### config.mk
export PLATFORM = sky130hd
export DESIGN_NAME = sof_audio_pll_tracker
export DESIGN_NICKNAME = d
export VERILOG_FILES = /design/src/design/sapt_pkg.sv /design/src/design/sof_audio_pll_tracker.sv
export SDC_FILE = /design/constraint.sdc
export NUM_CORES = 1
export LEC_CHECK = 0
export ABC_AREA = 1
export BUFFER_PORTS_ARGS = -buffer_cell sky130_fd_sc_hd__buf_2
export CORE_ASPECT_RATIO = 0.75
export CORE_UTILIZATION = 60
export DETAILED_ROUTE_END_ITERATION = 10
export PLACE_DENSITY = 0.86
export SLEW_MARGIN = 20
export SYNTH_ARGS = -nofsm -noshare
export SYNTH_HDL_FRONTEND = slang
export SYNTH_SLANG_ARGS = --single-unit
### constraint.sdc
create_clock -name clk -period 16.5 [get_ports clk]
set_input_delay 1.65 -clock clk [delete_from_list [all_inputs] [get_ports clk]]
set_output_delay 1.65 -clock clk [all_outputs]
set_load 0.05 [all_outputs]
### src/design/sapt_pkg.sv
`timescale 1ns / 1ps
// ----------------------------------------------------------------------------
// sapt_pkg
// Shared types and constants for the start-of-frame audio PLL tracker.
// ----------------------------------------------------------------------------
package sapt_pkg;

  localparam int COUNT_WIDTH_DEF = 32;

  localparam int NOMINAL_W  = 31;
  localparam int STEP_W     = 16;
  localparam int FRACTION_W = 32;
  localparam int WINDOW_W   = 8;
  localparam int AVG_W      = 32;
  localparam int AVG_REM_W  = 4;

  localparam logic [NOMINAL_W-1:0]  NOMINAL_RESET  = 31'd2457600;
  localparam logic [STEP_W-1:0]     STEP_RESET     = 16'd1;
  localparam logic [FRACTION_W-1:0] FRACTION_RESET = 32'd0;
  localparam logic [WINDOW_W-1:0]   WINDOW_RESET   = 8'd100;

  // Averaging weight is 1/2^AVG_SHIFT, tolerance is nominal >> TOL_SHIFT
  localparam int AVG_SHIFT = 3;
  localparam int TOL_SHIFT = 7;

  localparam int PADDR_W = 4;

  typedef enum logic [1:0] {
    REG_NOMINAL  = 2'd0,
    REG_STEP     = 2'd1,
    REG_FRACTION = 2'd2,
    REG_WINDOW   = 2'd3
  } cfg_reg_t;

  typedef enum logic [2:0] {
    ST_IDLE,
    ST_CHECK,
    ST_AVG,
    ST_ERR,
    ST_DIV,
    ST_APPLY,
    ST_DONE
  } state_t;

endpackage

### src/design/sof_audio_pll_tracker.sv
`timescale 1ns / 1ps
// ----------------------------------------------------------------------------
// sof_audio_pll_tracker
// Start-of-frame driven audio PLL fractional numerator trim.
// ----------------------------------------------------------------------------
// Sequence: an event that closes no window goes straight to the result; a
// closing one is checked and rejected, or averaged and checked against nominal,
// and a correction runs the 32-step restoring divider before it is applied.
// Items are handled one at a time: s_tready is high only in idle.
// Reset (rst, synchronous): registers take their defaults, average follows
// nominal, numerator follows the initial fraction, no result pending.
module sof_audio_pll_tracker
  import sapt_pkg::*;
#(
  parameter int COUNT_WIDTH = COUNT_WIDTH_DEF
) (
  input  logic                  clk,
  input  logic                  rst,
  // frame event items
  input  logic                  s_tvalid,
  output logic                  s_tready,
  input  logic [31:0]           s_tdata,   // [31:0] capture_value
  input  logic                  s_tuser,   // [0] link_attached
  // result items
  output logic                  m_tvalid,
  input  logic                  m_tready,
  output logic [31:0]           m_tdata,   // [31:0] pll_fraction
  output logic [1:0]            m_tuser,   // [0] measured, [1] pll_write
  // configuration
  input  logic                  psel,
  input  logic                  penable,
  input  logic                  pwrite,
  input  logic [PADDR_W-1:0]    paddr,
  input  logic [31:0]           pwdata,
  output logic [31:0]           prdata,
  output logic                  pready
);

  localparam int DIV_STEPS = FRACTION_W;
  localparam int DIV_CNT_W = $clog2(DIV_STEPS);
  localparam logic [DIV_CNT_W-1:0] DIV_LAST = DIV_CNT_W'(DIV_STEPS - 1);

  // configuration registers
  logic [NOMINAL_W-1:0]  nominal_count;
  logic [STEP_W-1:0]     step_size;
  logic [FRACTION_W-1:0] initial_fraction;
  logic [WINDOW_W-1:0]   window_events;

  // tracking state
  logic [WINDOW_W-1:0]    window_counter;
  logic [COUNT_WIDTH-1:0] last_capture;
  logic [AVG_W-1:0]       average_count;
  logic [AVG_REM_W-1:0]   average_remainder;
  logic [FRACTION_W-1:0]  fraction_now;

  // per-item working registers
  state_t                 state, state_next;
  logic [COUNT_WIDTH-1:0] period_q;
  logic                   attached_q;
  logic                   measured_q;
  logic                   write_q;
  logic                   err_neg;
  logic [FRACTION_W-1:0]  div_quo;
  logic [STEP_W-1:0]      div_rem;
  logic [DIV_CNT_W-1:0]   div_count;

  logic       in_accept;
  logic       cfg_write;
  cfg_reg_t   cfg_index;
  logic       out_free;

  assign in_accept = s_tvalid && s_tready;
  assign cfg_write = psel && penable && pwrite && pready;
  assign cfg_index = cfg_reg_t'(paddr[PADDR_W-1:2]);
  assign out_free  = !m_tvalid || m_tready;
  assign pready    = 1'b1;

  always_comb begin
    case (cfg_index)
      REG_NOMINAL:  prdata = 32'(nominal_count);
      REG_STEP:     prdata = 32'(step_size);
      REG_FRACTION: prdata = initial_fraction;
      REG_WINDOW:   prdata = 32'(window_events);
      default:      prdata = '0;
    endcase
  end

  // ---- window period check ----
  logic [31:0]        period_ext;
  logic signed [33:0] dev_s;
  logic [33:0]        dev_abs;
  logic               in_band;

  assign period_ext = 32'(period_q);
  assign dev_s      = $signed({2'b00, period_ext}) - $signed({3'b000, nominal_count});
  assign dev_abs    = dev_s[33] ? 34'(-dev_s) : 34'(dev_s);
  assign in_band    = attached_q && (dev_abs < 34'(nominal_count >> TOL_SHIFT));

  // ---- eighth-weight average with carried remainder ----
  logic signed [33:0]          diff_s;
  logic signed [33:0]          diff_q;
  logic signed [33:0]          diff_r;
  logic signed [AVG_REM_W-1:0] r4;
  logic signed [AVG_REM_W:0]   rem_sum;
  logic signed [1:0]           rem_q;
  logic signed [AVG_REM_W:0]   rem_left;
  logic [AVG_W-1:0]            avg_new;

  assign diff_s = $signed({2'b00, period_ext}) - $signed({2'b00, average_count});
  // truncate toward zero
  assign diff_q = diff_s[33] ? ((diff_s + 34'sd7) >>> AVG_SHIFT) : (diff_s >>> AVG_SHIFT);
  assign diff_r = diff_s - (diff_q <<< AVG_SHIFT);
  assign r4     = diff_r[AVG_REM_W-1:0];
  assign rem_sum = {average_remainder[AVG_REM_W-1], average_remainder} + {r4[AVG_REM_W-1], r4};

  always_comb begin
    if (rem_sum >= 5'sd8) begin
      rem_q = 2'sd1;
    end else if (rem_sum <= -5'sd8) begin
      rem_q = -2'sd1;
    end else begin
      rem_q = 2'sd0;
    end
  end

  assign rem_left = rem_sum - {rem_q, 3'b000};
  assign avg_new  = average_count + diff_q[AVG_W-1:0] + {{(AVG_W-2){rem_q[1]}}, rem_q};

  // ---- error against nominal ----
  logic signed [33:0]    err_s;
  logic [FRACTION_W-1:0] err_abs;
  logic [STEP_W-1:0]     step_eff;
  logic                  needs_trim;

  assign err_s      = $signed({2'b00, average_count}) - $signed({3'b000, nominal_count});
  assign err_abs    = err_s[33] ? FRACTION_W'(-err_s) : FRACTION_W'(err_s);
  assign step_eff   = (step_size == '0) ? STEP_W'(1) : step_size;
  assign needs_trim = err_abs > FRACTION_W'(step_eff);

  // ---- restoring divider step ----
  logic [STEP_W:0] div_shift;
  logic            div_ge;

  assign div_shift = {div_rem, div_quo[FRACTION_W-1]};
  assign div_ge    = div_shift >= {1'b0, step_eff};

  // ---- sequencer ----
  always_comb begin
    state_next = state;
    case (state)
      ST_IDLE: begin
        if (in_accept) begin
          state_next = (window_counter == window_events) ? ST_CHECK : ST_DONE;
        end
      end
      ST_CHECK: state_next = in_band ? ST_AVG : ST_DONE;
      ST_AVG:   state_next = ST_ERR;
      ST_ERR:   state_next = needs_trim ? ST_DIV : ST_DONE;
      ST_DIV: begin
        if (div_count == DIV_LAST) begin
          state_next = ST_APPLY;
        end
      end
      ST_APPLY: state_next = ST_DONE;
      ST_DONE: begin
        if (out_free) begin
          state_next = ST_IDLE;
        end
      end
      default:  state_next = ST_IDLE;
    endcase
  end

  always_comb begin
    case (state)
      ST_IDLE: s_tready = 1'b1;
      default: s_tready = 1'b0;
    endcase
  end

  always_ff @(posedge clk) begin
    if (rst) begin
      state <= ST_IDLE;
    end else begin
      state <= state_next;
    end
  end

  // ---- configuration and tracking state ----
  always_ff @(posedge clk) begin
    if (rst) begin
      nominal_count     <= NOMINAL_RESET;
      step_size         <= STEP_RESET;
      initial_fraction  <= FRACTION_RESET;
      window_events     <= WINDOW_RESET;
      window_counter    <= '0;
      last_capture      <= '0;
      average_count     <= AVG_W'(NOMINAL_RESET);
      average_remainder <= '0;
      fraction_now      <= FRACTION_RESET;
    end else begin
      if (cfg_write) begin
        case (cfg_index)
          REG_NOMINAL: begin
            nominal_count     <= pwdata[NOMINAL_W-1:0];
            average_count     <= AVG_W'(pwdata[NOMINAL_W-1:0]);
            average_remainder <= '0;
          end
          REG_STEP:     step_size <= pwdata[STEP_W-1:0];
          REG_FRACTION: begin
            initial_fraction <= pwdata;
            fraction_now     <= pwdata;
          end
          REG_WINDOW:   window_events <= pwdata[WINDOW_W-1:0];
          default: ;
        endcase
      end
      if (in_accept) begin
        if (window_counter != window_events) begin
          window_counter <= window_counter + WINDOW_W'(1);
        end else begin
          window_counter <= WINDOW_W'(1);
          last_capture   <= s_tdata[COUNT_WIDTH-1:0];
        end
      end
      if (state == ST_AVG) begin
        average_count     <= avg_new;
        average_remainder <= rem_left[AVG_REM_W-1:0];
      end
      if (state == ST_APPLY) begin
        // move against the sign of the error
        fraction_now <= err_neg ? fraction_now + div_quo : fraction_now - div_quo;
      end
    end
  end

  // ---- per-item working registers ----
  always_ff @(posedge clk) begin
    if (rst) begin
      measured_q <= 1'b0;
      write_q    <= 1'b0;
      div_count  <= '0;
    end else begin
      if (in_accept) begin
        measured_q <= (window_counter == window_events);
        write_q    <= 1'b0;
      end
      if (state == ST_ERR) begin
        div_count <= '0;
      end else if (state == ST_DIV) begin
        div_count <= div_count + DIV_CNT_W'(1);
      end
      if (state == ST_APPLY) begin
        write_q <= 1'b1;
      end
    end
  end

  always_ff @(posedge clk) begin
    if (in_accept) begin
      period_q   <= s_tdata[COUNT_WIDTH-1:0] - last_capture;
      attached_q <= s_tuser;
    end
    if (state == ST_ERR) begin
      err_neg <= err_s[33];
      div_quo <= err_abs;
      div_rem <= '0;
    end else if (state == ST_DIV) begin
      div_quo <= {div_quo[FRACTION_W-2:0], div_ge};
      div_rem <= div_ge ? STEP_W'(div_shift - {1'b0, step_eff}) : div_shift[STEP_W-1:0];
    end
  end

  // ---- output register ----
  always_ff @(posedge clk) begin
    if (rst) begin
      m_tvalid <= 1'b0;
    end else if (state == ST_DONE && out_free) begin
      m_tvalid <= 1'b1;
    end else if (m_tready) begin
      m_tvalid <= 1'b0;
    end
  end

  always_ff @(posedge clk) begin
    if (state == ST_DONE && out_free) begin
      m_tdata <= fraction_now;
      m_tuser <= {write_q, measured_q};
    end
  end

endmodule

==> impl_metrics.py <==
metrics = {
    "worst_setup_path": {
        "worst-endpoint-required_ns": 16.99,
        "slowest_delay_ns": 0.46,
        "r2r_start": "period_ext[0]",
        "worst-r2r-setup-slack_ns": 8.52,
        "crit_type": "register to register",
        "reg2regPathDepth": 45,
        "cp-end-kind": "register",
        "start_kind": "register",
        "crit_path_top_delay_cell": "nand2_4",
        "crit_top_cell": "nand2_1",
        "cp_max_fo": 30,
        "r2r-end": "average_count[27]",
        "arrival_ns": 8.47,
    },
    "min_path": {
        "worstHoldEndpoint": "initial_fraction[18]",
        "hp-class": "register to register",
        "hold_start": "initial_fraction[18]",
        "holdPathStages": 2,
    },
    "clocking": {
        "clk_pin_slew_ns": 0.06,
        "cts_max_level": 2,
        "cts_sinks": 322,
        "clock_path_buffers": 3,
        "root_buffer": "clkbuf_16",
        "cts_resized": 0,
        "post_cts_buffers": 0,
        "clk_latency_ns": 0.57,
        "cts_tree": "yes",
        "hold_buffers": 0,
        "cts_inserted_buffers": 36,
    },
    "routing": {
        "route.detailed.drc": 0,
        "wl_met1_um": 44680,
        "ant_nets": 0,
        "viasPerCell": 6.006,
        "wl_met3_um": 16010,
        "routed.top_layer": "met5",
        "routed-wl-met2_um": 41200,
        "wirelength_um": 105100,
        "wire_per_inst_um": 20.08,
        "via_count": 31440,
        "first_iter_violations": 4465,
        "dr.pass1.iters": 9,
    },
    "synth": {
        "synth.distinct_cells": 61,
        "syn_inst": 4448,
        "syn-mean-instance-area_um2": 6.666,
        "synth-edff-count": 100,
        "yosysSeqAreaShare_pct": 25.11,
        "synth_area_mm2": 0.02965,
        "synth_ff_type": "dfxtp_1",
        "synth-async-reset-ratio_pct": 0,
        "ys_top_cells_by_count": "nand2_1 (1124), inv_1 (642), nor2_1 (389), a21oi_1 (359), ha_1 (251)",
        "yosys.area.top_type": "dfxtp_1",
        "ys_warn_count": 0,
        "synthesis.nets": 4814,
        "yosysMostFrequentCell": "nand2_1",
        "netlist.area_leader.share_pct": 14.99,
        "synth_area_leaders": "dfxtp_1 (15%), nand2_1 (14%), ha_1 (11%)",
        "ys_ff_latch": 322,
    },
    "status": {
        "status": "finished clean",
    },
    "place": {
        "gp_congestion": 1.076,
        "dpl_cell_area_mm2": 0.03101,
        "portBuffers": 141,
        "hpwl_um": 83980,
    },
    "run": {
        "maxCapViolCount": 0,
    },
    "sta": {
        "finalCritPeriodShare_pct": 48.36,
        "final.setup.tns_ns": 0,
        "rsz0062_at_grt": "false",
        "finalHoldViolations": 0,
        "post-route-min-period_ns": 7.979,
        "worst_slew_pin_slew_ns": 1.113,
        "setup_viol": 0,
        "fmax_mhz": 125.3,
        "final_max_slew_viol_count": 0,
        "fin_skew_ns": 0.01295,
        "whs_ns": 0.4640,
        "slew_headroom_pct": 25.75,
    },
    "finish": {
        "final_layout_size_suffix_gt1_share_pct": 8.310,
        "fillers": 4345,
        "final_area_mm2": 0.03229,
        "final_nets": 4923,
        "syn_to_final_growth_pct": 8.908,
    },
    "floorplan": {
        "rows": 70,
        "start_util_pct": 60.78,
        "die_h_um": 194.5,
        "die_w_um": 258.7,
        "coreArea_mm2": 0.04878,
        "die_area_mm2": 0.05032,
        "pin_count": 145,
    },
    "grt": {
        "antenna_found_initial": 3,
        "grt-ovfl-total": 0,
        "grt.total_usage_pct": 41.38,
        "grt_pass1_wl_um": 161000,
        "grt_start_max_net_pins": 62,
        "grt_pass1_vias": 28270,
    },
}
[critical path, delay by kind of cell (launching register included)]
| family | cells | cell delay, ns |
|---|---|---|
| buf+inv | 8 | 0.82 |
| fa+ha+maj | 6 | 1.79 |
| compound gates | 13 | 2.71 |
| flops | 1 | 0.37 |
| simple gates | 18 | 2.20 |
[cells in the final DEF, fill, tap and decap left out, types with 9 or more instances in the layout]
| cell type | instances |
|---|---|
| nand4_1 | 85 |
| nor2_2 | 34 |
| o21ai_0 | 220 |
| fa_1 | 39 |
| nand2_1 | 1123 |
| a31oi_1 | 41 |
| xor2_1 | 159 |
| inv_2 | 20 |
| buf_2 | 140 |
| xnor2_1 | 62 |
| o2111ai_1 | 12 |
| o21a_1 | 17 |
| buf_4 | 25 |
| ha_1 | 251 |
| a21o_1 | 10 |
| nand2_2 | 39 |
| o21bai_1 | 19 |
| a21oi_2 | 13 |
| nor3_1 | 52 |
| inv_1 | 642 |
| a21oi_1 | 359 |
| nor2_1 | 384 |
| or2_2 | 10 |
| dfxtp_1 | 222 |
| nand3b_1 | 17 |
| nor2_4 | 16 |
| clkbuf_16 | 40 |
| nand3_1 | 224 |
| o221ai_1 | 15 |
| a211oi_1 | 33 |
| nor4_1 | 9 |
| clkbuf_1 | 9 |
| edfxtp_1 | 100 |
| o21ai_1 | 26 |
| o211ai_1 | 21 |
[logic make-up after synthesis]
logic type / synth area share [%]
xor gates and xnor gates: 6.747
adders and majority gates: 13.22
buffers and inverters: 9.709
AOI/OAI and AO/OA: 15.92
and+or+nand+nor: 29.28
DFF: 25.11
other: 0.01265
[sequential cells by signal (all words and copies together) (netlist names)]
register / count
window_counter: 8
div_count: 5
initial_fraction: 32
m_tdata: 32
div_rem: 16
nominal_count: 31
last_capture: 32
fraction_now: 32
div_quo: 32
average_remainder: 4
window_events: 8
m_tuser: 2
m_tvalid: 1
attached_q: 1
period_ext: 32
state: 3
average_count: 32
write_q: 1
measured_q: 1
step_size: 16
err_neg: 1
[worst max path at each step]
stage                     slack, ns                end           start
after floorplan                9.40  average_count[27]   period_ext[0]
after CTS                      8.44  average_count[27]   period_ext[0]
after global placement         8.59  average_count[27]   period_ext[0]
after global routing           7.77  average_count[27]  period_ext[12]
final                          8.52  average_count[27]   period_ext[0]
after detailed placement       8.48  average_count[27]   period_ext[0]
[final cells by class]
cell class / instances / area [um2] / share of cell area, %
clock inverters: 11 / 151.4 / 0.4688
multi-input cells: 3363 / 19360 / 59.96
flip-flops and latches: 322 / 7447 / 23.06
repair buffers: 165 / 888.4 / 2.751
clock buffers: 55 / 1117 / 3.460
well taps: 648 / 810.8 / 2.511
inverters: 669 / 2511 / 7.776
diodes: 2 / 5.005 / 0.01550
[stage by stage]
stage	utilization [%]	std cells	worst slack [ns]
floorplan	-	4448	9.401
global placement	63.58	5167	8.594
detailed placement	63.58	5167	8.483
CTS	66.18	5233	8.442
global route	66.19	5233	7.772
finish	66.20	5235	8.521
[layer usage]
layer	global-route usage, %	up-vias
li1	-	14860
met1	60.26	14420
met2	57.88	1927
met3	12.65	233
met4	12.51	4
met5	0	-
Power is not shown: default switching activity piles up to over one toggle a cycle in this logic, so the estimate is an artifact.
